===== src/hdl/dbscan_ram.sv =====
// Generic single-write, single-read RAM with registered read data.
`timescale 1ns / 1ps
module dbscan_ram #(
  parameter int unsigned WIDTH = 8,
  parameter int unsigned DEPTH = 256
) (
  input  logic                     clk_i,
  input  logic                     we_i,
  input  logic [$clog2(DEPTH)-1:0] waddr_i,
  input  logic [WIDTH-1:0]         wdata_i,
  input  logic [$clog2(DEPTH)-1:0] raddr_i,
  output logic [WIDTH-1:0]         rdata_o
);

  logic [WIDTH-1:0] mem_q [DEPTH];
  logic [WIDTH-1:0] rdata_q;

  always_ff @(posedge clk_i) begin
    if (we_i) begin
      mem_q[waddr_i] <= wdata_i;
    end
    rdata_q <= mem_q[raddr_i];
  end

  assign rdata_o = rdata_q;

endmodule


===== config.mk =====
export PLATFORM = sky130hd
export DESIGN_NAME = dbscan_ram
export DESIGN_NICKNAME = d
export VERILOG_FILES = /design/src/hdl/dbscan_ram.sv
export SDC_FILE = /design/constraint.sdc
export NUM_CORES = 2
export LEC_CHECK = 0
export BUFFER_PORTS_ARGS = -buffer_cell sky130_fd_sc_hd__buf_2
export CAP_MARGIN = 20
export CORE_MARGIN = 2
export CORE_UTILIZATION = 45
export DETAILED_ROUTE_END_ITERATION = 7
export PLACE_DENSITY = 0.68
export SLEW_MARGIN = 10
export SYNTH_ARGS = -nofsm -noshare
export SYNTH_HDL_FRONTEND = slang
export SYNTH_SLANG_ARGS = --single-unit
export TNS_END_PERCENT = 10

===== constraint.sdc =====
create_clock -name clk_i -period 2.6 [get_ports clk_i]
set_input_delay 0 -clock clk_i [delete_from_list [all_inputs] [get_ports clk_i]]
set_output_delay 0 -clock clk_i [all_outputs]
set_load 0.1 [all_outputs]

==> flow_summary.yaml <==
outcome:
  status: "completed"
die:
  fp.dieH_um: 424
  start_util_pct: 45.2
  coreArea_um2: 176000
  die_area_um2: 180000
  rows: 154
  die_x_um: 424
  io_pins: 34
power_and_ir_drop:
  cellInternalPower_uw: 54700
  power_switching_uw: 14700
  peakVddDrop_mv: 0.795
  sw_frac_of_total_pct: 21.1
  p_leak_uw: 0.0299
  power.density_nw_per_um2: 744
  clock_power_share_pct: 41.7
  finalPower_uw: 69400
  seqPwrFrac_pct: 52.7
  pwr-share-comb_pct: 5.5
global_route:
  grt_pass1_vias: 40847
  antenna_found_initial: 4
  grt_pass1_wl_um: 288000
  grt_usage_pct: 22.1
  top_usage_layer: "met2"
  grt.met3_usage_pct: 5.02
  grt.met1_usage_pct: 30.9
  grt_max_degree: 113
  grt_overflow: 0
  use_met2_pct: 34.4
clocking:
  clk_latency_ps: 830
  cts_buffers: 200
  root_buffer: "clkbuf_16"
  cts_buffer_depth: 3
  htreeDepth: 4
  cts_tree: "built"
  path_clk_slew_ps: 60
  numClockSinks: 2056
timing:
  fin_setup_tns_ps: 0
  slew_headroom_pct: 37.1
  clock_skew_ps: 35.1
  finalSetupViolations: 0
  fin_crit_ps: 2580
  post-route-period-util_pct: 99.4
  slew_viol_final: 0
  tightest_slew_ps: 943
  rsz0062_at_grt: "no"
  timing.final.ws_setup_ps: 15.9
  hold_slack_ps: 103
  fmax_ghz: 0.387
  hold_violations: 0
critical_path:
  cp.arrival_ps: 3280
  cp_max_fo: 1
  cp-end-kind: "flop"
  crit_required_ps: 3300
  path_cells: "mux4_2 -> a22oi_1 -> a21oi_1 -> nor4_1 -> buf_4 -> nor4_2"
  r2r-end: "rdata_o[0]$_DFF_P_"
  rrSetupSlack_ps: 20
  path_buf_inv: 1
  cp-startpoint: "mem_q[39][0]$_DFFE_PP_"
  slowest_delay_ps: 680
  path_delay_family: "simple AND/OR/NAND/NOR gates"
  path_class: "reg2reg"
  ff2ff_path_depth: 6
  cpMaxStageDelayCell: "nor4_1"
  start_kind: "flop"
  setup.worst_path.end: "rdata_o[0]$_DFF_P_"
  crit_cells: 6
  r2r_start: "mem_q[39][0]$_DFFE_PP_"
routing:
  dr.pass1.iters: 8
  dr.first_iter.drc_count: 5429
  vias: 40958
  wire_per_inst_um: 29.1
  vias_per_cell: 6.00
  postRouteAntennaNets: 0
  drc: 0
  drt-total-wl_um: 199000
yosys:
  syn_area_um2: 79600
  synthTopCellsByArea: "edfxtp_1 (77%), mux4_2 (13%), mux2i_1 (1.7%), nor2_1 (1.3%), a22oi_1 (1.3%)"
  synth_edf_count: 2048
  synth-async-reset-ratio_pct: 0
  syn_area_per_cell_um2: 21.3
  synth_cells: 3733
  ys_seq_area_share_pct: 77.5
  yosys.area.top_type: "edfxtp_1"
  ys.flop_type: "edfxtp_1"
  yosys_warnings: 0
  yosysTopAreaCellShare_pct: 77.3
  synthDistinctLibCells: 55
  syn_nets: 3759
  ys_ff_latch: 2056
layout:
  area_delta_synth_final_pct: 17.2
  mostFrequentLayoutCell: "edfxtp_1"
  drive_gt1_share_pct: 30.1
  layout.nets: 4338
  final_cell_mix: "edfxtp_1 (2048), buf_4 (489), mux4_2 (454)"
place:
  dp.final_hpwl_um: 128000
  gp_congestion: 0.873
  port_buffers: 33
  dp_slack_ps: -685
job:
  max_cap_viol_count: 0
worst_hold_path:
  hp-class: "in2reg"
  hp-start: "raddr_i[6]"
worst min-delay path, stage by stage:
cell      delay [ps]
buf_2            310
a311oi_1          80
o221ai_1          90
a211oi_1          60
buf_4            140
nor4_1           150
power groups by stage:
stage	sequential, uW	combinational (uW)	clock, uW
2_1_floorplan	37400	1770	0
3_3_place_gp	37300	3760	0
3_5_place_dp	37300	3810	0
4_1_cts	36600	3850	29400
5_1_grt	36600	4040	30600
6_report	36600	3850	29000
worst min path at each step:
| stage | to | slack (ps) | depth (start not counted) |
|---|---|---|---|
| final | rdata_o[5]$_DFF_P_ | 100 | 6 |
| after global routing | rdata_o[5]$_DFF_P_ | 70 | 6 |
| after CTS | rdata_o[5]$_DFF_P_ | 30 | 6 |
| after detailed placement | mem_q[75][0]$_DFFE_PP_ | 430 | 1 |
| after global placement | mem_q[78][0]$_DFFE_PP_ | 410 | 1 |
| after floorplan | mem_q[0][0]$_DFFE_PP_ | 100 | 0 |
sequential cells by signal, summed over array words and instances (netlist names):
name	count
rdata_o	8
mem_q	2048
cells by family after synthesis:
kind of cell / after synthesis / share of synthesized area [%]
mux: 591 / 14.6
simple gates: 466 / 2.63
buf+inv: 235 / 1.83
compound gates: 385 / 3.42
flops: 2056 / 77.5
layout make-up:
| cell class | instances | area, um2 |
|---|---|---|
| Antenna cell | 2 | 5.00 |
| Clock buffer | 243 | 5290 |
| Clock inverter | 126 | 1300 |
| Fill cell | 13230 | 82700 |
| Inverter | 2 | 7.51 |
| Multi-Input combinational cell | 1442 | 16500 |
| Sequential cell | 2056 | 61700 |
| Tap cell | 2340 | 2930 |
| Timing Repair Buffer | 610 | 5530 |
metrics by stage:
stage / util [%] / area, um2 / cells
floorplan: - / 79600 / 3733
global placement: 49.1 / 86400 / 6431
detailed placement: 49.1 / 86400 / 6431
CTS: 53.0 / 93200 / 6819
global route: 53.0 / 93300 / 6820
finish: 53.0 / 93300 / 6821
cells in the mapped netlist, types with 5 or more instances:
cell      count
a211oi_1     16
a21oi_1      96
a221oi_1     13
a22o_1        8
a22oi_1     133
and2_1        6
buf_1        22
buf_12        8
buf_2        31
buf_4        27
buf_6        21
buf_8        13
clkbuf_1    111
dfxtp_1       8
edfxtp_1   2048
mux2i_1     134
mux4_2      454
nand2_1      33
nand2b_1      8
nand3_1      34
nand4_1      10
nor2_1      282
nor2b_1      31
nor3_1       22
nor4_1       24
o211ai_1     10
o21ai_0      10
o221ai_1     46
o22a_1        5
o22ai_1      28
what timing repair did:
item / 4_1_cts / 5_1_grt
hold buffers: 19 / 0
setup buffers: 0 / 0
pin swaps: 0 / 0
gates resized for setup: 5 / 5
endpoints found under the setup margin: 3 / 3
endpoints found under the hold margin: 1072 / 0
per-layer routing:
metal | routed length (um) | share of wire [%] | vias up
met4 | 6950 | 3.5 | 2
met2 | 94100 | 47 | 2171
met3 | 20100 | 10 | 363
met1 | 77500 | 39 | 21534
met5 | 11 | 0.0055 | -
li1 | - | - | 16888
(Power assumes the default switching activity.)
